==> src/design/i2cms_pkg.sv <==
// shared types and constants of the i2c master transaction sequencer
// no dependencies; imported by i2cms_ctrl, i2cms_out, the top level and the testbench

package i2cms_pkg;

  // payload buffer geometry
  localparam int MAX_PAYLOAD = 32;
  localparam int BUF_AW      = (MAX_PAYLOAD > 1) ? $clog2(MAX_PAYLOAD) : 1;
  localparam int CNT_W       = $clog2(MAX_PAYLOAD + 1);

  // request modes
  localparam logic [1:0] MODE_START = 2'd0;
  localparam logic [1:0] MODE_LOAD  = 2'd1;
  localparam logic [1:0] MODE_EVENT = 2'd2;
  localparam logic [1:0] MODE_TICK  = 2'd3;

  // bus controller commands
  localparam logic [2:0] CMD_NONE  = 3'd0;
  localparam logic [2:0] CMD_START = 3'd1;
  localparam logic [2:0] CMD_SEND  = 3'd2;
  localparam logic [2:0] CMD_RACK  = 3'd3;
  localparam logic [2:0] CMD_RNACK = 3'd4;
  localparam logic [2:0] CMD_STOP  = 3'd5;
  localparam logic [2:0] CMD_RESET = 3'd6;

  // expected bus status codes
  localparam logic [7:0] ST_START  = 8'h08;
  localparam logic [7:0] ST_RSTART = 8'h10;
  localparam logic [7:0] ST_WDATA  = 8'h28;
  localparam logic [7:0] ST_RACK   = 8'h50;
  localparam logic [7:0] ST_RNACK  = 8'h58;
  localparam logic [7:0] ST_MASK   = 8'hF8;

  // error kinds
  localparam logic [1:0] ERR_OK      = 2'd0;
  localparam logic [1:0] ERR_TIMEOUT = 2'd1;
  localparam logic [1:0] ERR_STATUS  = 2'd2;

  // transaction phase
  typedef enum logic [8:0] {
    PH_IDLE   = 9'b000000001,
    PH_START  = 9'b000000010,
    PH_ADDRW  = 9'b000000100,
    PH_REG    = 9'b000001000,
    PH_WDATA  = 9'b000010000,
    PH_RSTART = 9'b000100000,
    PH_ADDRR  = 9'b001000000,
    PH_RDATA  = 9'b010000000,
    PH_STOP   = 9'b100000000
  } phase_e;

  // one input request
  typedef struct packed {
    logic [7:0] bus_data;
    logic [7:0] bus_status;
    logic [7:0] load_byte;
    logic [5:0] length;
    logic       is_read;
    logic       use_reg;
    logic [7:0] reg_addr;
    logic [6:0] dev_addr;
    logic [1:0] mode;
  } item_t;

  // one staged result; bus_byte comes from the buffer when use_mem is set
  typedef struct packed {
    logic [15:0] lockups;
    logic [7:0]  err_status;
    logic [1:0]  err_kind;
    logic        done_res;
    logic [7:0]  read_byte;
    logic        read_valid;
    logic        use_mem;
    logic [7:0]  bus_byte;
    logic [2:0]  bus_cmd;
  } res_t;

endpackage

==> src/design/i2cms_ram.sv <==
// generic single-port-write, single-port-read ram with registered read
// no dependencies

module i2cms_ram #(
  parameter int WIDTH = 8,
  parameter int DEPTH = 32,
  parameter int AW    = (DEPTH > 1) ? $clog2(DEPTH) : 1
) (
  input  logic             clk_i,
  input  logic             we_i,
  input  logic [AW-1:0]    waddr_i,
  input  logic [WIDTH-1:0] wdata_i,
  input  logic             re_i,
  input  logic [AW-1:0]    raddr_i,
  output logic [WIDTH-1:0] rdata_o
);

  logic [WIDTH-1:0] mem_q [DEPTH];
  logic [WIDTH-1:0] rdata_q;

  // write port
  always_ff @(posedge clk_i) begin
    if (we_i) begin
      mem_q[waddr_i] <= wdata_i;
    end
  end

  // read port, data held until the next read
  always_ff @(posedge clk_i) begin
    if (re_i) begin
      rdata_q <= mem_q[raddr_i];
    end
  end

  assign rdata_o = rdata_q;

endmodule

==> src/design/i2cms_ctrl.sv <==
// transaction control: phase decode, status checks, timeout and lockup count
// depends on i2cms_pkg; drives the payload ram ports and the result stage

module i2cms_ctrl import i2cms_pkg::*; (
  input  logic              clk_i,
  input  logic              rst_ni,
  input  logic              cfg_we_i,
  input  logic [15:0]       cfg_wdata_i,
  input  logic              in_valid_i,
  output logic              in_ready_o,
  input  item_t             item_i,
  input  logic              s2_pop_i,
  output logic              s2_valid_o,
  output res_t              s2_o,
  output logic              ram_we_o,
  output logic [BUF_AW-1:0] ram_waddr_o,
  output logic [7:0]        ram_wdata_o,
  output logic              ram_re_o,
  output logic [BUF_AW-1:0] ram_raddr_o
);

  phase_e           phase_q, phase_d;
  logic [CNT_W-1:0] cnt_q, cnt_d;
  logic [CNT_W-1:0] idx_q, idx_d;
  logic [6:0]       t_addr_q, t_addr_d;
  logic [7:0]       t_reg_q, t_reg_d;
  logic             t_usereg_q, t_usereg_d;
  logic             t_read_q, t_read_d;
  logic [CNT_W-1:0] t_len_q, t_len_d;
  logic [15:0]      wait_q, wait_d;
  logic [15:0]      lock_q, lock_d;
  logic [15:0]      tmo_q;
  logic             s2_valid_q;
  res_t             s2_q;

  logic             accept;
  logic             has_res;
  res_t             res;
  logic [7:0]       st;
  logic [CNT_W:0]   idx_p1;
  logic [CNT_W-1:0] idx_inc;
  logic [CNT_W:0]   inc_p1;
  logic [15:0]      wait_n;
  logic [7:0]       len_w;
  logic [7:0]       len_c;

  assign in_ready_o = !s2_valid_q || s2_pop_i;
  assign accept     = in_valid_i && in_ready_o;

  assign st      = item_i.bus_status & ST_MASK;
  assign idx_p1  = {1'b0, idx_q} + {{CNT_W{1'b0}}, 1'b1};
  assign idx_inc = idx_p1[CNT_W-1:0];
  assign inc_p1  = {1'b0, idx_inc} + {{CNT_W{1'b0}}, 1'b1};
  assign wait_n  = (wait_q == 16'hFFFF) ? wait_q : wait_q + 16'd1;
  assign len_w   = {2'b00, item_i.length};

  // length clamp for a start request; a zero-length read is taken as one byte
  always_comb begin
    len_c = (len_w > 8'(MAX_PAYLOAD)) ? 8'(MAX_PAYLOAD) : len_w;
    if (item_i.is_read && len_c == 8'd0) begin
      len_c = 8'd1;
    end
  end

  // next state and result of the accepted request
  always_comb begin
    phase_d     = phase_q;
    cnt_d       = cnt_q;
    idx_d       = idx_q;
    t_addr_d    = t_addr_q;
    t_reg_d     = t_reg_q;
    t_usereg_d  = t_usereg_q;
    t_read_d    = t_read_q;
    t_len_d     = t_len_q;
    wait_d      = wait_q;
    lock_d      = lock_q;
    has_res     = 1'b0;
    res         = '0;
    ram_we_o    = 1'b0;
    ram_waddr_o = cnt_q[BUF_AW-1:0];
    ram_wdata_o = item_i.load_byte;
    ram_re_o    = 1'b0;
    ram_raddr_o = '0;

    if (accept) begin
      unique case (item_i.mode)
        MODE_START: begin
          if (phase_q == PH_IDLE) begin
            t_addr_d    = item_i.dev_addr;
            t_reg_d     = item_i.reg_addr;
            t_usereg_d  = item_i.use_reg;
            t_read_d    = item_i.is_read;
            t_len_d     = len_c[CNT_W-1:0];
            idx_d       = '0;
            cnt_d       = '0;
            phase_d     = PH_START;
            wait_d      = '0;
            has_res     = 1'b1;
            res.bus_cmd = CMD_START;
          end
        end
        MODE_LOAD: begin
          if (phase_q == PH_IDLE && cnt_q < CNT_W'(MAX_PAYLOAD)) begin
            ram_we_o = 1'b1;
            cnt_d    = cnt_q + {{(CNT_W-1){1'b0}}, 1'b1};
          end
        end
        MODE_EVENT: begin
          if (phase_q != PH_IDLE) begin
            has_res = 1'b1;
            wait_d  = '0;
            unique case (phase_q) inside
              PH_START, PH_RSTART: begin
                if (st != ST_START && st != ST_RSTART) begin
                  lock_d         = lock_q + 16'd1;
                  phase_d        = PH_IDLE;
                  wait_d         = wait_q;
                  res.done_res   = 1'b1;
                  res.err_kind   = ERR_STATUS;
                  res.err_status = st;
                end else begin
                  res.bus_cmd  = CMD_SEND;
                  res.bus_byte = {t_addr_q, (phase_q == PH_RSTART)};
                  phase_d      = (phase_q == PH_RSTART) ? PH_ADDRR : PH_ADDRW;
                end
              end
              PH_ADDRW, PH_REG: begin
                if (phase_q == PH_REG && st != ST_WDATA) begin
                  lock_d         = lock_q + 16'd1;
                  phase_d        = PH_IDLE;
                  wait_d         = wait_q;
                  res.done_res   = 1'b1;
                  res.err_kind   = ERR_STATUS;
                  res.err_status = st;
                end else if (phase_q == PH_ADDRW && t_usereg_q) begin
                  res.bus_cmd  = CMD_SEND;
                  res.bus_byte = t_reg_q;
                  phase_d      = PH_REG;
                end else if (t_read_q) begin
                  res.bus_cmd = CMD_START;
                  phase_d     = PH_RSTART;
                end else begin
                  idx_d = '0;
                  if (t_len_q != '0) begin
                    res.bus_cmd = CMD_SEND;
                    res.use_mem = 1'b1;
                    ram_re_o    = 1'b1;
                    ram_raddr_o = '0;
                    phase_d     = PH_WDATA;
                  end else begin
                    res.bus_cmd = CMD_STOP;
                    phase_d     = PH_STOP;
                  end
                end
              end
              PH_WDATA: begin
                if (st != ST_WDATA) begin
                  lock_d         = lock_q + 16'd1;
                  phase_d        = PH_IDLE;
                  wait_d         = wait_q;
                  res.done_res   = 1'b1;
                  res.err_kind   = ERR_STATUS;
                  res.err_status = st;
                end else begin
                  idx_d = idx_inc;
                  if (idx_inc < t_len_q) begin
                    res.bus_cmd = CMD_SEND;
                    res.use_mem = 1'b1;
                    ram_re_o    = 1'b1;
                    ram_raddr_o = idx_inc[BUF_AW-1:0];
                  end else begin
                    res.bus_cmd = CMD_STOP;
                    phase_d     = PH_STOP;
                  end
                end
              end
              PH_ADDRR: begin
                idx_d       = '0;
                res.bus_cmd = (t_len_q <= {{(CNT_W-1){1'b0}}, 1'b1}) ? CMD_RNACK
                                                                      : CMD_RACK;
                phase_d     = PH_RDATA;
              end
              PH_RDATA: begin
                if (st != ((idx_p1 >= {1'b0, t_len_q}) ? ST_RNACK : ST_RACK)) begin
                  lock_d         = lock_q + 16'd1;
                  phase_d        = PH_IDLE;
                  wait_d         = wait_q;
                  res.done_res   = 1'b1;
                  res.err_kind   = ERR_STATUS;
                  res.err_status = st;
                end else begin
                  idx_d          = idx_inc;
                  res.read_valid = 1'b1;
                  res.read_byte  = item_i.bus_data;
                  if (idx_inc < t_len_q) begin
                    res.bus_cmd = (inc_p1 >= {1'b0, t_len_q}) ? CMD_RNACK : CMD_RACK;
                  end else begin
                    res.bus_cmd = CMD_STOP;
                    phase_d     = PH_STOP;
                  end
                end
              end
              PH_STOP: begin
                phase_d      = PH_IDLE;
                wait_d       = wait_q;
                res.done_res = 1'b1;
              end
              default: begin
                has_res = 1'b0;
                wait_d  = wait_q;
              end
            endcase
          end
        end
        MODE_TICK: begin
          if (phase_q != PH_IDLE && tmo_q != 16'd0) begin
            if (wait_n >= tmo_q) begin
              lock_d       = lock_q + 16'd2;
              phase_d      = PH_IDLE;
              wait_d       = '0;
              has_res      = 1'b1;
              res.bus_cmd  = CMD_RESET;
              res.done_res = 1'b1;
              res.err_kind = ERR_TIMEOUT;
            end else begin
              wait_d = wait_n;
            end
          end
        end
        default: begin
          has_res = 1'b0;
        end
      endcase
    end
    res.lockups = lock_d;
  end

  // control state
  always_ff @(posedge clk_i or negedge rst_ni) begin
    if (!rst_ni) begin
      phase_q    <= PH_IDLE;
      cnt_q      <= '0;
      idx_q      <= '0;
      t_addr_q   <= '0;
      t_reg_q    <= '0;
      t_usereg_q <= 1'b0;
      t_read_q   <= 1'b0;
      t_len_q    <= '0;
      wait_q     <= '0;
      lock_q     <= '0;
      tmo_q      <= '0;
      s2_valid_q <= 1'b0;
    end else begin
      phase_q    <= phase_d;
      cnt_q      <= cnt_d;
      idx_q      <= idx_d;
      t_addr_q   <= t_addr_d;
      t_reg_q    <= t_reg_d;
      t_usereg_q <= t_usereg_d;
      t_read_q   <= t_read_d;
      t_len_q    <= t_len_d;
      wait_q     <= wait_d;
      lock_q     <= lock_d;
      if (cfg_we_i) begin
        tmo_q <= cfg_wdata_i;
      end
      if (accept) begin
        s2_valid_q <= has_res;
      end else if (s2_pop_i) begin
        s2_valid_q <= 1'b0;
      end
    end
  end

  // result stage payload, lines up with the ram read data
  always_ff @(posedge clk_i) begin
    if (accept) begin
      s2_q <= res;
    end
  end

  assign s2_valid_o = s2_valid_q;
  assign s2_o       = s2_q;

endmodule

==> src/design/i2cms_out.sv <==
// output register: merges the buffer read data into the result and holds it
// depends on i2cms_pkg

module i2cms_out import i2cms_pkg::*; (
  input  logic        clk_i,
  input  logic        rst_ni,
  input  logic        s2_valid_i,
  input  res_t        s2_i,
  input  logic [7:0]  ram_rdata_i,
  output logic        s2_pop_o,
  output logic        out_valid_o,
  input  logic        out_ready_i,
  output logic [47:0] out_data_o
);

  logic        valid_q;
  logic [47:0] data_q;
  logic [7:0]  byte_sel;

  assign s2_pop_o = s2_valid_i && (!valid_q || out_ready_i);
  assign byte_sel = s2_i.use_mem ? ram_rdata_i : s2_i.bus_byte;

  // valid flag
  always_ff @(posedge clk_i or negedge rst_ni) begin
    if (!rst_ni) begin
      valid_q <= 1'b0;
    end else if (s2_pop_o) begin
      valid_q <= 1'b1;
    end else if (out_ready_i) begin
      valid_q <= 1'b0;
    end
  end

  // packed result
  always_ff @(posedge clk_i) begin
    if (s2_pop_o) begin
      data_q <= {1'b0, s2_i.lockups, s2_i.err_status, s2_i.err_kind, s2_i.done_res,
                 s2_i.read_byte, s2_i.read_valid, byte_sel, s2_i.bus_cmd};
    end
  end

  assign out_valid_o = valid_q;
  assign out_data_o  = data_q;

endmodule

==> src/design/i2c_master_transaction_sequencer.sv <==
// top level of the i2c master transaction sequencer
// depends on i2cms_pkg, i2cms_ram, i2cms_ctrl and i2cms_out
//
// requests enter on the s_axis channel: tuser carries the mode (start,
// load write byte, bus completion, millisecond tick), tdata the fields.
// each request yields zero or one result on the m_axis channel: the next
// bus controller command with its byte, a received byte, and the end of a
// transaction with its error kind and the running lockup count.
// a request is taken every cycle while s_axis_tready is high; its result
// passes through the result stage, which lines up with the payload ram
// read, and then the output register before it shows on m_axis_tvalid.
// write payload bytes sit in a 32-entry ram; loads are taken only while no
// transaction runs. the user must write timeout_ms through cfg_we_i/cfg_wdata_i
// only while the block is idle (the block does not enforce it); 0 disables the timeout.
// reset returns to idle with an empty buffer, zero lockup count and
// timeout 0; the buffer contents are not cleared. when m_axis_tready is
// low the output register and the result stage fill, then s_axis_tready
// drops until results drain; nothing is lost.

module i2c_master_transaction_sequencer import i2cms_pkg::*; (
  input  logic        clk_i,
  input  logic        rst_ni,
  input  logic        cfg_we_i,
  input  logic [15:0] cfg_wdata_i,
  input  logic        s_axis_tvalid,
  output logic        s_axis_tready,
  // dev_addr[6:0] reg_addr[14:7] use_reg[15] is_read[16] length[22:17]
  // load_byte[30:23] bus_status[38:31] bus_data[46:39], zero [47]
  input  logic [47:0] s_axis_tdata,
  // mode[1:0]
  input  logic [1:0]  s_axis_tuser,
  output logic        m_axis_tvalid,
  input  logic        m_axis_tready,
  // bus_cmd[2:0] bus_byte[10:3] read_valid[11] read_byte[19:12]
  // done_res[20] err_kind[22:21] err_status[30:23] lockups[46:31], zero [47]
  output logic [47:0] m_axis_tdata
);

  item_t             item;
  res_t              s2;
  logic              s2_valid;
  logic              s2_pop;
  logic              ram_we;
  logic [BUF_AW-1:0] ram_waddr;
  logic [7:0]        ram_wdata;
  logic              ram_re;
  logic [BUF_AW-1:0] ram_raddr;
  logic [7:0]        ram_rdata;

  // unpack the request
  assign item.mode       = s_axis_tuser;
  assign item.dev_addr   = s_axis_tdata[6:0];
  assign item.reg_addr   = s_axis_tdata[14:7];
  assign item.use_reg    = s_axis_tdata[15];
  assign item.is_read    = s_axis_tdata[16];
  assign item.length     = s_axis_tdata[22:17];
  assign item.load_byte  = s_axis_tdata[30:23];
  assign item.bus_status = s_axis_tdata[38:31];
  assign item.bus_data   = s_axis_tdata[46:39];

  // transaction control
  i2cms_ctrl u_ctrl (
    .clk_i       (clk_i),
    .rst_ni      (rst_ni),
    .cfg_we_i    (cfg_we_i),
    .cfg_wdata_i (cfg_wdata_i),
    .in_valid_i  (s_axis_tvalid),
    .in_ready_o  (s_axis_tready),
    .item_i      (item),
    .s2_pop_i    (s2_pop),
    .s2_valid_o  (s2_valid),
    .s2_o        (s2),
    .ram_we_o    (ram_we),
    .ram_waddr_o (ram_waddr),
    .ram_wdata_o (ram_wdata),
    .ram_re_o    (ram_re),
    .ram_raddr_o (ram_raddr)
  );

  // write payload buffer
  i2cms_ram #(
    .WIDTH (8),
    .DEPTH (MAX_PAYLOAD),
    .AW    (BUF_AW)
  ) u_buf (
    .clk_i   (clk_i),
    .we_i    (ram_we),
    .waddr_i (ram_waddr),
    .wdata_i (ram_wdata),
    .re_i    (ram_re),
    .raddr_i (ram_raddr),
    .rdata_o (ram_rdata)
  );

  // output register
  i2cms_out u_out (
    .clk_i       (clk_i),
    .rst_ni      (rst_ni),
    .s2_valid_i  (s2_valid),
    .s2_i        (s2),
    .ram_rdata_i (ram_rdata),
    .s2_pop_o    (s2_pop),
    .out_valid_o (m_axis_tvalid),
    .out_ready_i (m_axis_tready),
    .out_data_o  (m_axis_tdata)
  );

endmodule

==> config.mk <==
export PLATFORM = sky130hd
export DESIGN_NAME = i2c_master_transaction_sequencer
export DESIGN_NICKNAME = d
export VERILOG_FILES = /design/src/design/i2cms_pkg.sv /design/src/design/i2cms_ram.sv /design/src/design/i2cms_ctrl.sv /design/src/design/i2cms_out.sv /design/src/design/i2c_master_transaction_sequencer.sv
export SDC_FILE = /design/constraint.sdc
export NUM_CORES = 1
export LEC_CHECK = 0
export ABC_CLOCK_PERIOD_IN_PS = 4500
export BUFFER_PORTS_ARGS = -buffer_cell sky130_fd_sc_hd__clkbuf_2
export CAP_MARGIN = 0
export CORE_MARGIN = 2
export CORE_UTILIZATION = 57
export CTS_BUF_LIST = sky130_fd_sc_hd__clkbuf_2 sky130_fd_sc_hd__clkbuf_4 sky130_fd_sc_hd__clkbuf_8
export DETAILED_ROUTE_END_ITERATION = 7
export PLACE_DENSITY = 0.76
export SLEW_MARGIN = 15
export SYNTH_ARGS = -nofsm -noshare
export SYNTH_HDL_FRONTEND = slang
export SYNTH_SLANG_ARGS = --single-unit
==> constraint.sdc <==
create_clock -name clk_i -period 4.5 [get_ports clk_i]
set_clock_uncertainty 0.1 [all_clocks]
set_input_delay 0 -clock clk_i [delete_from_list [all_inputs] [get_ports clk_i]]
set_output_delay 0 -clock clk_i [all_outputs]
set_load 0.03 [all_outputs]
# [After elaboration in Yosys (flattened, before gate mapping)]
# Memories as Yosys holds them, arrays and structs flattened. A register that Yosys moved wholly into a read port is not among the register bits.
# Index checks and enable logic that the tools add are counted.
[totals] latchBits=0 mem_bits_ro=0 wordCells=217 n_memories=1 ram_bits=256 reg_bits=189
[classes] n_eq_ne=32 n_mul=0 shift=0 mux=113 bitwise_logic=3 n_div=0 n_reduce_logical=32 n_lt_le_gt_ge=7 add_sub_neg=6
[memory_table] name="u_buf.mem_q" depth=32 word_bits=8 read_ports=1 rd_clocked_by_memory_dff=1 write_ports=1 line="i2cms_ram.sv:18" rtl="logic [WIDTH-1:0] mem_q [DEPTH];"
[ops] operator="$mux W16" n=17
[ops] operator="$mux W9" n=14
[ops] operator="$pmux W16 S5" n=1
[ops] operator="$pmux W16 S4" n=1
[ops] operator="$mux W6" n=10
[ops] operator="$mux W11" n=5
[ops] operator="$pmux W9 S6" n=1
[ops] operator="$pmux W16 S3" n=1
[ops] operator="$pmux W10 S4" n=1
[ops] operator="$mux W3" n=12
[ops] operator="$add A16 B1 Y16 const B" n=2
[ops] operator="$pmux W16 S2" n=1
[ops] operator="$mux W5" n=6
[ops] operator="$pmux W9 S3" n=1
[ops] operator="$mux W1" n=24
[ops] operator="$mux W24" n=1
[ops] operator="$pmux W6 S2" n=2
[ops] operator="$pmux W6 S4" n=1
[ops] operator="$reduce_and A10 Y1" n=2
[ops] operator="$ne A3 B3 Y1 const B" n=6
[ops] operator="$add A16 B2 Y16 const B" n=1
[ops] operator="$eq A16 B16 Y1 const B" n=1
[ops] operator="$ge A16 B16 Y1" n=1
[ops] operator="$mux W8" n=2
[ops] operator="other kinds (54)" n=79

# [Longest topological paths before layout]
[depth] depth_word=9 mapped_depth=20 ltp_nobuf=17

# [Modules after synthesis]
# Synthesis repeated with hierarchy kept, for this count alone.
[hier_totals] hier_cells=1328 hier_area_um2=19765.2
[by_module_without_submodules] mod="i2cms_ram" n_inst=1 area_each_um2=10133.5 seq_area_each_um2=7927.6 cells_each=417
[by_module_without_submodules] mod="i2cms_ctrl" n_inst=1 area_each_um2=8034.0 seq_area_each_um2=3679.8 cells_each=849
[by_module_without_submodules] mod="i2cms_out" n_inst=1 area_each_um2=1597.8 seq_area_each_um2=1436.4 cells_each=62

# [Least setup slack after synthesis]
# Ideal clock, no wire load.
[synth_path] path_kind="flip-flop to flip-flop" start="register u_ctrl.wait_q[0]" end="register u_ctrl.s2_q, in the netlist u_ctrl.s2_o[42], data pin" required_time_ps=4122 path_stages_with_launch=20 synth_period_minus_slack_ps=4444 arrival_time_ps=4066 setup_slack_ps=56 setup_ps=278 path_buffers=2 cell_sequence="dfrtp_1 ha_1 nand2_1 or3_1 or3_1 clkbuf_1 nand2b_1 clkbuf_1 nor2_1 nand2_1 xnor2_1 ha_1 nand4_1 a211oi_1 o41ai_1 a211oi_1 nor2_1 o32ai_1 nor4b_1 xor2_1"
[synth_between] elab_chain_len=7
[synth_lines] item="start: declaration" line="i2cms_ctrl.sv:30" rtl="logic [15:0] wait_q, wait_d;"
[synth_lines] item="start signal: assignment" line="i2cms_ctrl.sv:262" rtl="wait_q <= wait_d;"
[synth_lines] item="$add A16 B1 Y16 or $eq A16 B16 Y1 (tied branches)" line="i2cms_ctrl.sv:54" rtl="assign wait_n = (wait_q == 16'hFFFF) ? wait_q : wait_q + 16'd1;"
[synth_lines] item="$mux W16 *" line="i2cms_ctrl.sv:54"
[synth_lines] item="$ge A16 B16 Y1 *" line="i2cms_ctrl.sv:217" rtl="if (wait_n >= tmo_q) begin"
[synth_lines] item="$mux W16 *" line="i2cms_ctrl.sv:217"
[synth_lines] item="$mux W16 *" line="i2cms_ctrl.sv:216" rtl="if (phase_q != PH_IDLE && tmo_q != 16'd0) begin"
[synth_lines] item="$pmux W16 S2 *" line="i2cms_ctrl.sv:86" rtl="unique case (item_i.mode)"
[synth_lines] item="$mux W16 *" line="i2cms_ctrl.sv:85" rtl="if (accept) begin"
[synth_lines] item="named net u_ctrl.lock_d[10]" line="i2cms_ctrl.sv:31" rtl="logic [15:0] lock_q, lock_d;"
[synth_lines] item="end signal: assignment" line="i2cms_ctrl.sv:278" rtl="s2_q <= res;"
[synth_lines] item="end: declaration" line="i2cms_ctrl.sv:34" rtl="res_t s2_q;"
# Mark *: on every way through the listed nets, which the timed path passes. The rest lies on a longest branch.
# A chain may end at the register's enable or synchronous reset.

# [Worst setup path after layout]
[layout_path] start="register u_ctrl.wait_q[1]" end="register u_ctrl.s2_q, in the netlist u_ctrl.s2_o[44], data pin"
# The elaborated chain is that of the path after synthesis.

==> metrics <==
Clock Sink Count=447; Synth Cell Area=19810 um^2; Syn Area/Cell=13.37 um^2; area grow syn2layout=19.70%; DRT Wirelength=51.04 mm; Tmin final=4.430 ns; antenna violations before repair=0; Worst Path Max Fanout=7; Final Hold Vio Count=0; die area=36260 um^2; Worst-path clk slew=0.06 ns; worst ir drop on vdd=350.9 uV; sequential element share of the synthesized area=0.6540; Syn Inst Count=1482; Worst EP arrival=4.69 ns; CTS tree=done; final instance area=23710 um^2; Rel. slew slack=0.1990; f_max=225.8 MHz; Post-synth ARST share=0.2103; outcome=finished clean; vias per cell=6.130; DRT antenna net count=0; DP Area=21050 um^2; leakage=9.079 nW; Yosys warnings=0; Starting Density=0.5763; r2r endpoint=u_ctrl.s2_o[44]; HPWL after detailed placement=31.03 mm; ys flop type=edfxtp_1; drt first-iter violations=1498; Pre-Repair DR Iteration Count=8; die height=190.4 um; post-layout net count=1876; H-tree Lvls=3; Worst setup EP type=register; r2r setup slk=0.07 ns; Yosys cell types=75; DR WL/cell=22.39 um; clk_lat worst skew=0.62 ns; Worst Hold Class=in2reg; share of cells above drive strength 1=0.2056; fin worst setup slack=0.07041 ns; hold_ws=0.03797 ns; P per Cell Area=415.3 nW/um^2; port bufs=112; Setup Viol. Count Final=0; WP data required=4.76 ns; largest net degree at the start of global routing=57; hold depth=1; RD Place Congestion=0.9651; commonest non-fill, non-tap cell in the layout=edfxtp_1; # rows=68; Worst Max-Slew Pin Slew=1.192 ns; total CTS buffers=73; Tcrit/Tclk final=0.9844; Via Count=13970; first-pass GRT wire length=77.81 mm; fin util=0.6898; I/O pin count=121; antenna fix cells=0; drt drc=0; Post-synth EDFFs=353; Reg-to-Reg Start=u_ctrl.wait_q[1]; root buf cell=clkbuf_8; MaxCap Viol Count=0; GRT Overall Usage=0.2830; WHS Endpoint=u_buf.mem_q[26][4]; register bit total from synthesis=447; vias in the first global route=13960; Worst Setup Path Type=reg2reg; CORE AREA=34370 um^2; Pins Over Slew Limit=0; most frequent cells in the layout=353 x edfxtp_1, 149 x nand2_1, 111 x clkbuf_2; die width=190.4 um; hold path startpoint=s_axis_tdata[27]; dpl cells=2040; Fin Setup TNS=0 ns; total power=9.846 mW; Max Root-Sink Buffers=3; setup slack at placement=0.02352 ns; Final Non-Filler Cells=2279; total grt overflow=0; Critical Path Start Type=register; R2R depth=19
[flip-flops by register name, summed over array words and instances (netlist names)]
signal	flops
u_out.out_data_o	44
u_ctrl.wait_q	16
u_ctrl.t_reg_q	8
u_ctrl.phase_q	9
u_ctrl.lock_q	16
u_ctrl.t_len_q	6
u_buf.mem_q	256
u_ctrl.s2_valid_o	1
u_ctrl.tmo_q	16
u_ctrl.t_addr_q	7
u_ctrl.t_read_q	1
u_ctrl.t_usereg_q	1
u_ctrl.idx_q	6
u_ctrl.s2_o	45
u_out.out_valid_o	1
u_buf.rdata_o	8
u_ctrl.cnt_q	6
[report_power, final]
part	leakage (nW)	internal (mW)	total, mW	switching [mW]
Clock	0.772	1.94	3.53	1.59
Sequential	4.47	4.74	4.96	0.227
Combinational	3.83	0.469	1.35	0.881
[synthesized netlist by cell type (11+ instances only)]
master | n | area share
clkbuf_1 | 39 | 0.0074
nor2_1 | 103 | 0.020
mux2i_1 | 57 | 0.029
a211o_1 | 18 | 0.0080
nor2b_1 | 12 | 0.0038
o221ai_1 | 19 | 0.0084
and3_1 | 17 | 0.0054
edfxtp_1 | 353 | 0.54
nand3_1 | 43 | 0.011
nand4_1 | 20 | 0.0063
o21ai_0 | 48 | 0.012
nand2_1 | 150 | 0.028
or3_1 | 11 | 0.0035
a21oi_1 | 55 | 0.014
mux2_2 | 11 | 0.0063
nor4_1 | 23 | 0.0073
o31ai_1 | 20 | 0.0076
inv_1 | 43 | 0.0081
nor3_1 | 23 | 0.0058
dfrtp_1 | 93 | 0.12
o221a_2 | 16 | 0.0091
buf_4 | 12 | 0.0045
xnor2_1 | 29 | 0.013
ha_1 | 37 | 0.023
a22oi_1 | 16 | 0.0061
a211oi_1 | 21 | 0.0080
nand2b_1 | 15 | 0.0047
mux4_2 | 16 | 0.018
o211ai_1 | 16 | 0.0061
[final cells by class]
| type | count | area, um^2 |
|---|---|---|
| Sequential cell | 447 | 12950 |
| Fill cell | 2311 | 10660 |
| Multi-Input combinational cell | 930 | 6518 |
| Timing Repair Buffer | 272 | 2053 |
| Clock buffer | 105 | 1276 |
| Tap cell | 455 | 569.3 |
| Clock inverter | 26 | 173.9 |
| Inverter | 44 | 165.2 |
[worst max-delay path, cell delays in order, from the launching register on]
cell and delay (ns):
dfrtp_1 0.40, ha_2 0.21, nand2_1 0.12, or3_4 0.41
or3_4 0.43, nand2b_4 0.09, buf_6 0.12, or3_1 0.14
nand2_1 0.12, ha_4 0.31, o21ai_0 0.13, a211oi_2 0.31
o41ai_4 0.18, a211oi_2 0.24, buf_4 0.17, nor2_1 0.05
o32ai_2 0.16, buf_4 0.19, nand4_1 0.11, xnor2_1 0.20
[cell families after synthesis]
family                   Yosys count  synth area share
AO/OA/AOI/OAI                    298            0.1078
XOR/XNOR                          39           0.01724
adder cells (fa/ha/maj)           37           0.02337
buffers and inverters            108           0.02501
flip-flops                       447            0.6540
multiplexers                      84           0.05325
other                              1         0.0001893
AND/OR/NAND/NOR                  468            0.1191
[metal layers]
metal / track usage / vias up / part of all wire
li1: - / 6291 / -
met1: 0.3807 / 6748 / 0.41
met2: 0.4470 / 752 / 0.46
met3: 0.04950 / 179 / 0.079
met4: 0.1434 / 0 / 0.050
met5: 0 / - / 0
[timing repair]
action	CTS	global route
resized for setup	2	20
setup buffers	0	6
endpoints found under the hold margin	156	0
hold buffers	102	0
pin swaps	0	10
endpoints found under the setup margin	7	58
[worst max path at each step]
stage                      from          endpoint  slack, ns
2_1_floorplan  u_ctrl.wait_q[0]   u_ctrl.s2_o[42]       0.06
3_5_place_dp   u_ctrl.wait_q[1]   u_ctrl.s2_o[39]       0.02
3_3_place_gp   u_ctrl.wait_q[1]   u_ctrl.s2_o[39]        0.1
5_1_grt        u_ctrl.wait_q[1]   u_ctrl.s2_o[42]       -0.1
4_1_cts         u_ctrl.idx_q[0]  u_ctrl.wait_q[5]       0.04
6_report       u_ctrl.wait_q[1]   u_ctrl.s2_o[44]       0.07
Note: power is estimated with default switching activity, not from simulation.
